==> config.mk <==
export PLATFORM = sky130hd
export DESIGN_NAME = tss_controller
export DESIGN_NICKNAME = d
export VERILOG_FILES = /design/src/sv/tss_pkg.sv /design/src/sv/tss_controller.sv
export SDC_FILE = /design/constraint.sdc
export NUM_CORES = 1
export LEC_CHECK = 0
export ABC_AREA = 1
export ABC_CLOCK_PERIOD_IN_PS = 1530
export BUFFER_PORTS_ARGS = -buffer_cell sky130_fd_sc_hd__buf_2
export CORE_AREA = 3 3 40 42
export CTS_CLUSTER_SIZE = 24
export DETAILED_ROUTE_END_ITERATION = 8
export DIE_AREA = 0 0 43 45
export MAX_ROUTING_LAYER = met4
export PLACE_DENSITY = 0.69
export SLEW_MARGIN = 20
export SYNTH_ARGS = -nofsm -noshare
export SYNTH_HDL_FRONTEND = slang
export SYNTH_SLANG_ARGS = --single-unit
==> constraint.sdc <==
create_clock -name clk -period 1.53 [get_ports clk]
set_clock_uncertainty 0.2 [all_clocks]
set_input_delay 0.0765 -clock clk [delete_from_list [all_inputs] [get_ports clk]]
set_output_delay 0.0765 -clock clk [all_outputs]
set_load 0.01 [all_outputs]
==> src/sv/tss_pkg.sv <==
// shared types, constants and fixed-point helpers of the tridiagonal solver
package tss_pkg;

  localparam int DATA_W    = 32;
  localparam int FRAC_BITS = 16;
  localparam int MAX_ROWS  = 64;
  localparam int ROW_AW    = $clog2(MAX_ROWS);
  localparam int CNT_W     = $clog2(MAX_ROWS + 1);
  localparam int DIV_W     = DATA_W + FRAC_BITS;
  localparam int DCNT_W    = $clog2(DIV_W + 1);

  localparam logic [1:0] ST_OK         = 2'd0;
  localparam logic [1:0] ST_ZERO_PIVOT = 2'd1;
  localparam logic [1:0] ST_TOO_MANY   = 2'd2;

  localparam logic [1:0] MUL_LC = 2'd0;
  localparam logic [1:0] MUL_LY = 2'd1;
  localparam logic [1:0] MUL_CX = 2'd2;

  localparam logic signed [DATA_W-1:0] S_MAX = {1'b0, {(DATA_W-1){1'b1}}};
  localparam logic signed [DATA_W-1:0] S_MIN = {1'b1, {(DATA_W-1){1'b0}}};

  typedef struct packed {
    logic       load_row;
    logic       drop_row;
    logic       first_row;
    logic       div_start;
    logic       div_back;
    logic       take_l;
    logic       mul_en;
    logic [1:0] mul_sel;
    logic       calc_u;
    logic       calc_y;
    logic       back_init;
    logic       calc_num;
    logic       x_write;
    logic       out_load;
    logic       out_next;
    logic       clear_sys;
  } cmd_t;

  typedef struct packed {
    logic row_full;
    logic row_empty;
    logic last_flag;
    logic div_done;
    logic k_top;
    logic k_zero;
    logic j_last;
    logic out_free;
  } sts_t;

  typedef struct packed {
    logic busy;
    logic done;
    logic zero_den;
  } div_sts_t;

  // floor shift of a full product, saturated
  function automatic logic signed [DATA_W-1:0] mul_sat(input logic signed [2*DATA_W-1:0] p);
    logic signed [2*DATA_W-1:0] s;
    s = p >>> FRAC_BITS;
    if ((&s[2*DATA_W-1:DATA_W-1]) || !(|s[2*DATA_W-1:DATA_W-1]))
      return s[DATA_W-1:0];
    else
      return s[2*DATA_W-1] ? S_MIN : S_MAX;
  endfunction

  function automatic logic signed [DATA_W-1:0] sub_sat(input logic signed [DATA_W-1:0] a,
                                                       input logic signed [DATA_W-1:0] b);
    logic signed [DATA_W:0] d;
    d = {a[DATA_W-1], a} - {b[DATA_W-1], b};
    if (d[DATA_W] == d[DATA_W-1])
      return d[DATA_W-1:0];
    else
      return d[DATA_W] ? S_MIN : S_MAX;
  endfunction

endpackage

==> src/sv/tss_controller.sv <==
// sequencer for row factoring, back substitution and result streaming
module tss_controller import tss_pkg::*; (
  input  logic clk,
  input  logic rst,
  input  logic in_valid,
  output logic in_ready,
  input  sts_t sts,
  output cmd_t cmd
);

  localparam logic [3:0] S_IDLE  = 4'd0;
  localparam logic [3:0] S_CHECK = 4'd1;
  localparam logic [3:0] S_FWAIT = 4'd2;
  localparam logic [3:0] S_MUL1  = 4'd3;
  localparam logic [3:0] S_SUB1  = 4'd4;
  localparam logic [3:0] S_MUL2  = 4'd5;
  localparam logic [3:0] S_SUB2  = 4'd6;
  localparam logic [3:0] S_BINIT = 4'd7;
  localparam logic [3:0] S_BRD   = 4'd8;
  localparam logic [3:0] S_BUSE  = 4'd9;
  localparam logic [3:0] S_BSUB  = 4'd10;
  localparam logic [3:0] S_BDIV  = 4'd11;
  localparam logic [3:0] S_BWAIT = 4'd12;
  localparam logic [3:0] S_ORD   = 4'd13;
  localparam logic [3:0] S_OLOAD = 4'd14;

  logic [3:0] state, state_next;

  always_ff @(posedge clk) begin
    if (rst) state <= S_IDLE;
    else     state <= state_next;
  end

  assign in_ready = (state == S_IDLE);

  always_comb begin
    cmd        = '0;
    state_next = state;
    case (state)
      S_IDLE: begin
        if (in_valid) begin
          cmd.load_row = 1'b1;
          state_next   = S_CHECK;
        end
      end
      S_CHECK: begin
        if (sts.row_full) begin
          cmd.drop_row = 1'b1;
          state_next   = sts.last_flag ? S_BINIT : S_IDLE;
        end else if (sts.row_empty) begin
          cmd.first_row = 1'b1;
          state_next    = sts.last_flag ? S_BINIT : S_IDLE;
        end else begin
          cmd.div_start = 1'b1;
          state_next    = S_FWAIT;
        end
      end
      S_FWAIT: begin
        if (sts.div_done) begin
          cmd.take_l = 1'b1;
          state_next = S_MUL1;
        end
      end
      S_MUL1: begin
        cmd.mul_en  = 1'b1;
        cmd.mul_sel = MUL_LC;
        state_next  = S_SUB1;
      end
      S_SUB1: begin
        cmd.calc_u = 1'b1;
        state_next = S_MUL2;
      end
      S_MUL2: begin
        cmd.mul_en  = 1'b1;
        cmd.mul_sel = MUL_LY;
        state_next  = S_SUB2;
      end
      S_SUB2: begin
        cmd.calc_y = 1'b1;
        state_next = sts.last_flag ? S_BINIT : S_IDLE;
      end
      S_BINIT: begin
        if (sts.row_empty) begin
          cmd.clear_sys = 1'b1;
          state_next    = S_IDLE;
        end else begin
          cmd.back_init = 1'b1;
          state_next    = S_BRD;
        end
      end
      S_BRD: state_next = S_BUSE;
      S_BUSE: begin
        cmd.mul_en  = 1'b1;
        cmd.mul_sel = MUL_CX;
        state_next  = S_BSUB;
      end
      S_BSUB: begin
        cmd.calc_num = 1'b1;
        state_next   = S_BDIV;
      end
      S_BDIV: begin
        cmd.div_start = 1'b1;
        cmd.div_back  = 1'b1;
        state_next    = S_BWAIT;
      end
      S_BWAIT: begin
        if (sts.div_done) begin
          cmd.x_write = 1'b1;
          state_next  = sts.k_zero ? S_ORD : S_BRD;
        end
      end
      S_ORD: state_next = S_OLOAD;
      S_OLOAD: begin
        if (sts.out_free) begin
          cmd.out_load = 1'b1;
          if (sts.j_last) begin
            cmd.clear_sys = 1'b1;
            state_next    = S_IDLE;
          end else begin
            cmd.out_next = 1'b1;
            state_next   = S_ORD;
          end
        end
      end
      default: state_next = S_IDLE;
    endcase
  end

endmodule

**Word level (Yosys, flattened, before mapping)**

Cells that the tools add are included.

- Bits in registers: 4
- Bits in latches: 0
- RAM bits: 0
- ROM bits: 0
- Word-level logic and storage cells: 54
- Memories: 0

- Add/sub/neg operators: 0
- Multiply operators: 0
- Divide/modulo/power cells: 0
- Magnitude comparators: 0
- Eq/ne operators: 18
- Shift operators: 0
- Multiplexer cells: 33
- Bitwise logic cells: 0
- Reductions and logical operators: 2

Operators with widths:

| kind | count |
|---|---|
| 4-bit one-hot mux with 15 select lines | 1 |
| 4-bit equality test, second input constant | 7 |
| 4-bit 2-to-1 mux | 7 |
| 4-bit by 3-bit equality test with 1-bit output, second input constant | 4 |
| 1-bit 2-to-1 mux | 15 |
| 3-bit 2-to-1 mux | 4 |
| 3-bit one-hot mux with 3 select lines | 1 |
| 4-bit by 2-bit equality test with 1-bit output, second input constant | 2 |
| 2-bit inequality test, second input constant | 4 |
| 2-bit 2-to-1 mux | 3 |
| 4-bit by 1-bit equality test with 1-bit output, second input constant | 1 |
| 4-bit logical NOT | 1 |
| 1-bit one-hot mux with 2 select lines | 2 |
| 4-bit AND reduction | 1 |

**Longest topological paths before layout**

Gate-level depths: netlist of run 1.

- Depth in word-level cells: 4
- Gate-level depth with buffers: 10
- Depth with buffers taken out: 9

**Least setup slack after synthesis of run 1**

Ideal clock, no wire load.

- Path type: register to output
- Start: register state[3]
- End: output port cmd[0] in the netlist's numbering
- Data arrival time: 1.143 ns
- Required time: 1.253 ns
- Setup slack: 0.110 ns
- Stages on the path, launching flop included: 4
- Path buffers: 0
- Path through: dfxtp_1 nand2_2 nor3_1 a22o_1

RTL lines:

| element | RTL line | source |
|---|---|---|
| from (decl) | tss_controller.sv:27 | `logic [3:0] state, state_next;` |
| from (signal assigned) | tss_controller.sv:31 | `else state <= state_next;` |
| to (decl) | tss_controller.sv:8 | `output cmd_t cmd` |

==> results.cfg, run 1 <==
[floorplanning]
core.rowCount = 13
start_util_pct = 42.0
coreArea_um2 = 1280
die_x_um = 43
die_h_um = 45
die_area_um2 = 1940
num_io_pins = 29

[placement]
port_buffers = 27
routabilityCongestion = 0.912
post_dp_cell_area_um2 = 686
place_hpwl_um = 1160

[min_path]
hold_class = input port to flop

[cts]
cts_tree = built
path_clk_slew_ns = 0.03
cts_buffer_depth = 2
h-tree-depth = 1
insertion_delay_ns = 0.23
numClockSinks = 4
ctsRootBufferMaster = clkbuf_4
cts_buffers = 3

[setup_path]
worst_path_largest_cell_delay_ns = 0.40
crit_top_cell = nor2_2
required_ns = 1.25
path_class = flop to output port
crit_fanout = 8
path_cells = inv_4, nor2_2, inv_1, nor2_2, nor2_1, o21ai_0, buf_2
crit_arrival_ns = 1.22
cp-start-kind = flop
slowest_stage = dfxtp_4
endpoint_kind = output port

[global_routing]
grt_pass1_vias = 563
grt_max_degree = 9
grt_pass1_wl_um = 2390
grt-ovfl-total = 0
antenna_found_initial = 0
grtUsageTotal_pct = 16.3

[detailed_routing]
viasPerCell = 4.82
vias = 728
detail-route-antenna-nets = 0
wl_um = 1530
first_pass_iters = 4
dr.first_iter.drc_count = 17
drcViolationCount = 0
wl_per_cell_um = 10.1

[finish]
final_common_cell = buf_2
drive_gt1_share_pct = 50.7
top_register = state
fillers = 133
final_util_pct = 63.8
syn_to_final_growth_pct = 52.0
final_cell_area_um2 = 820
finalNetCount = 149
largestRegisters = state (4)
diodes = 0
mostFrequentLayoutCells = buf_2, nand2_1, inv_1, nor2_1, nand2_2
largest_reg_flops = 4

[synth]
synth.avg_cell_area_um2 = 5.24
synth_top_cell_area_share_pct = 15.3
yosysTopAreaCell = nand2_1
synthDistinctLibCells = 17
seq_area_frac_synth_pct = 14.8
yosys_warnings = 0
syn-cell-area_um2 = 539
synth_cells = 103
ys_seq_elements = 4
yosys-top-cells-area = nand2_1, dfxtp_1, nor2_1
synthesis.nets = 114

[sta]
hold_viol_final = 0
worst_pin_slew_ns = 0.201
fin_crit_ns = 1.49
maxSlewHeadroom_pct = 86.6
rsz0062_at_grt = true
fin_crit_sh_pct = 97.7
drv_slew = 0
finalSetupViolations = 0
timing.fmax_mhz = 669

[power_and_ir_drop]
p_per_area_nw_per_um2 = 690
leakage_nw = 0.472
ir_drop_uv = 436

[outcome]
status = complete, no violations

[job]
cap_violations = 0
## stage by stage
step	power, mW	hold slack, ns	setup slack (ns)	TNS [ns]	cells
CTS	0.538	0.0508	0.00870	0	148
global route	0.627	0.0888	-0.0899	-0.321	151
detailed placement	0.393	0.0858	0.0120	0	144
floorplan	0.322	-0.0544	0.110	0	103
finish	0.565	0.0658	0.0358	0	151
global placement	0.389	0.0798	0.0337	0	144
## layout make-up
class | instances | area (um^2) | share of cell area [%]
Multi-Input combinational cell | 78 | 435 | 53.1
Tap cell | 15 | 18.8 | 2.29
Inverter | 20 | 80.1 | 9.77
Timing Repair Buffer | 31 | 168 | 20.5
Clock buffer | 3 | 22.5 | 2.75
Sequential cell | 4 | 95.1 | 11.6
## final timing paths
kind / startpoint / endpoint / slack, ns / cells after the start
max: state[3]$_SDFFE_PP0P_ / cmd[10] / 0.04 / 7
min: sts[4] / state[0]$_SDFFE_PP0P_ / 0.07 / 5
max reg2reg: state[3]$_SDFFE_PP0P_ / state[0]$_SDFFE_PP0P_ / 0.10 / 8
min reg2reg: state[1]$_SDFFE_PP0P_ / state[1]$_SDFFE_PP0P_ / 0.33 / 2
## synthesized netlist by cell type
master    count
nand2_1      22
o21ai_0       5
a22o_1        1
buf_4         1
nand3_1       4
a211oi_1      1
nand2_2       9
nor3_1        5
inv_1        14
nand3_2       1
o21ai_1       1
inv_2         6
nor2_1       18
nand2_4       1
a21oi_1       4
nor2_2        6
dfxtp_1       4
## routing by layer
metal  global-route usage [%]  vias to the layer above  routed length [um]
met5                        -                        -                   0
met4                     5.42                        0                   0
met3                     2.39                        0                 108
met2                     26.3                       26                 772
met1                     21.0                      317                 644
li1                         -                      385                   -
## what timing repair did
item                                    CTS  global route
endpoints found under the setup margin   10            12
hold endpoints to repair                  4             0
gates resized for setup                  10            15
hold buffers                              1             0
pin swaps                                 0             2
buffers inserted                          0             3
gates cloned                              0             0
## cells by family after synthesis
group                  synth area share, %
DFF                                   14.8
and+or+nand+nor                       57.5
AOI/OAI and AO/OA                     12.3
buffers and inverters                 15.3
## critical path: cells and delay by family (launching register included)
| kind | cells | cell delay (ns) |
|---|---|---|
| AOI/OAI and AO/OA | 1 | 0.05 |
| buffers and inverters | 3 | 0.27 |
| DFF | 1 | 0.40 |
| and+or+nand+nor | 3 | 0.25 |
## power by group
| part | leakage [nW] | internal (mW) | total (mW) | switching, mW |
|---|---|---|---|---|
| registers | 0.0356 | 0.120 | 0.151 | 0.0308 |
| clock network | 0.0138 | 0.0873 | 0.125 | 0.0372 |
| logic | 0.423 | 0.113 | 0.290 | 0.177 |
(Power assumes the default switching activity.)
==> run 2, diff against run 1 <==
HOLD_SLACK_MARGIN = 0.1   (was unset)
==> run 2 against run 1 <==
Effect of this change:
- non-clock buffer count is 4 higher
- critical endpoint unchanged
- die area stayed put
- sequential share of layout area is 0.54 points lower
==> results.cfg, run 2 (synthesized netlist as in run 1, its figures left out) <==
[detailed_routing]
dr.first_iter.drc_count = 18
wl_um = 1590
first_pass_iters = 4
wl_per_cell_um = 10.3
vias = 744
viasPerCell = 4.80
drcViolationCount = 0
detail-route-antenna-nets = 0

[power_and_ir_drop]
power_frac_comb_pct = 52.0
swShare_pct = 43.1
power.share.sequential_pct = 26.3
p_per_area_nw_per_um2 = 669
ir_drop_uv = 441
power_switching_mw = 0.248
leakage_nw = 0.489
power.total_mw = 0.575
clkPwrFrac_pct = 21.7
intPower_mw = 0.327

[global_routing]
grt.busiest_layer = met2
grt_max_degree = 9
met1_usage_pct = 21.4
grt_pass1_vias = 596
grt_util_met2_pct = 28.7
grt_pass1_wl_um = 2510
antenna_found_initial = 0
grtUsageTotal_pct = 17.2
grt-ovfl-total = 0
grt.met3_usage_pct = 2.39

[cts]
insertion_delay_ns = 0.23
path_clk_slew_ns = 0.03
cts_buffer_depth = 2
cts_tree = built
h-tree-depth = 1
ctsRootBufferMaster = clkbuf_4
cts_buffers = 3
numClockSinks = 4

[floorplanning]
start_util_pct = 42.0
num_io_pins = 29
die_h_um = 45
die_area_um2 = 1940
die_x_um = 43
coreArea_um2 = 1280
core.rowCount = 13

[min_path]
hold_class = input port to flop
hp-start = sts[5]

[finish]
final_common_cell = buf_2
largest_reg_flops = 4
syn_to_final_growth_pct = 59.4
finalNetCount = 153
final_cell_area_um2 = 860
top_register = state
largestRegisters = state (4)
diodes = 0
mostFrequentLayoutCells = buf_2, nand2_1, inv_1, nor2_1, nand2_2
drive_gt1_share_pct = 49.3

[setup_path]
crit_top_cell = nor2_2
worst_path_largest_cell_delay_ns = 0.41
path_class = flop to output port
endpoint_kind = output port
slowest_stage = dfxtp_4
path_cells = inv_4, nor2_2, inv_1, nor2_2, nor2_1, o21ai_0, buf_2
required_ns = 1.25
cp-start-kind = flop
crit_arrival_ns = 1.22
crit_fanout = 8
r2r_start = state[3]$_SDFFE_PP0P_
crit_path_start = state[3]$_SDFFE_PP0P_

[sta]
drv_slew = 0
worst_pin_slew_ns = 0.200
rsz0062_at_grt = true
finalSetupTns_ns = 0
timing.fmax_mhz = 669
fin_crit_ns = 1.49
fin_hold_ws_ns = 0.133
finalSetupViolations = 0
fin_crit_sh_pct = 97.6
maxSlewHeadroom_pct = 86.7
hold_viol_final = 0

[job]
cap_violations = 0

[placement]
routabilityCongestion = 0.912
port_buffers = 27
place_hpwl_um = 1160
post_dp_cell_area_um2 = 686

[outcome]
status = complete, no violations
run 2: cell count changes in the layout (fill, tap and decap cells not counted), sizes merged:
cell         previous run  this run
dlygate4sd3             1         5
run 2: routing by layer:
layer / wire length (um) / part of all wire, % / vias to the layer above
li1: - / - / 395
met2: 815 / 51 / 24
met3: 110 / 6.9 / 0
met5: 0 / 0 / -
met4: 0 / 0 / 0
met1: 669 / 42 / 325
run 2: area by class of cell:
type                            count  area (um^2)
Clock buffer                        3         22.5
Fill cell                         129          425
Inverter                           20         80.1
Multi-Input combinational cell     78          435
Sequential cell                     4         95.1
Tap cell                           15         18.8
Timing Repair Buffer               35          208
run 2: stage by stage:
stage                     util, %  worst slack [ns]  cells
after global routing         66.9           -0.0899    155
final                        66.9            0.0363    155
after floorplan                 -             0.110    103
after global placement       53.4            0.0337    144
after CTS                    61.0           0.00870    152
after detailed placement     53.4            0.0120    144
run 2: path summary, 6_finish.rpt:
kind,slack (ns),cells past startpoint,to
max,0.04,7,cmd[10]
max reg2reg,0.10,8,state[0]$_SDFFE_PP0P_
min,0.13,5,state[1]$_SDFFE_PP0P_
min reg2reg,0.34,2,state[1]$_SDFFE_PP0P_
run 2: timing repair:
action                                  4_1_cts  5_1_grt
buffers inserted                              0        3
pin swaps                                     0        2
gates resized for setup                      10       15
endpoints found under the setup margin       10       12
hold buffers                                  5        0
endpoints found under the hold margin         4        0
run 2: critical path, delay by kind of cell (launching register included):
kind,cells,cell delay (ns)
flops,1,0.41
simple gates,3,0.25
buf+inv,3,0.27
compound gates,1,0.05
run 2: power by group through the flow:
stage | clock network (mW) | logic [mW] | registers (mW)
after floorplan | 0 | 0.191 | 0.131
after global placement | 0 | 0.244 | 0.145
after detailed placement | 0 | 0.247 | 0.147
after CTS | 0.133 | 0.266 | 0.147
after global routing | 0.143 | 0.337 | 0.156
final | 0.125 | 0.299 | 0.151
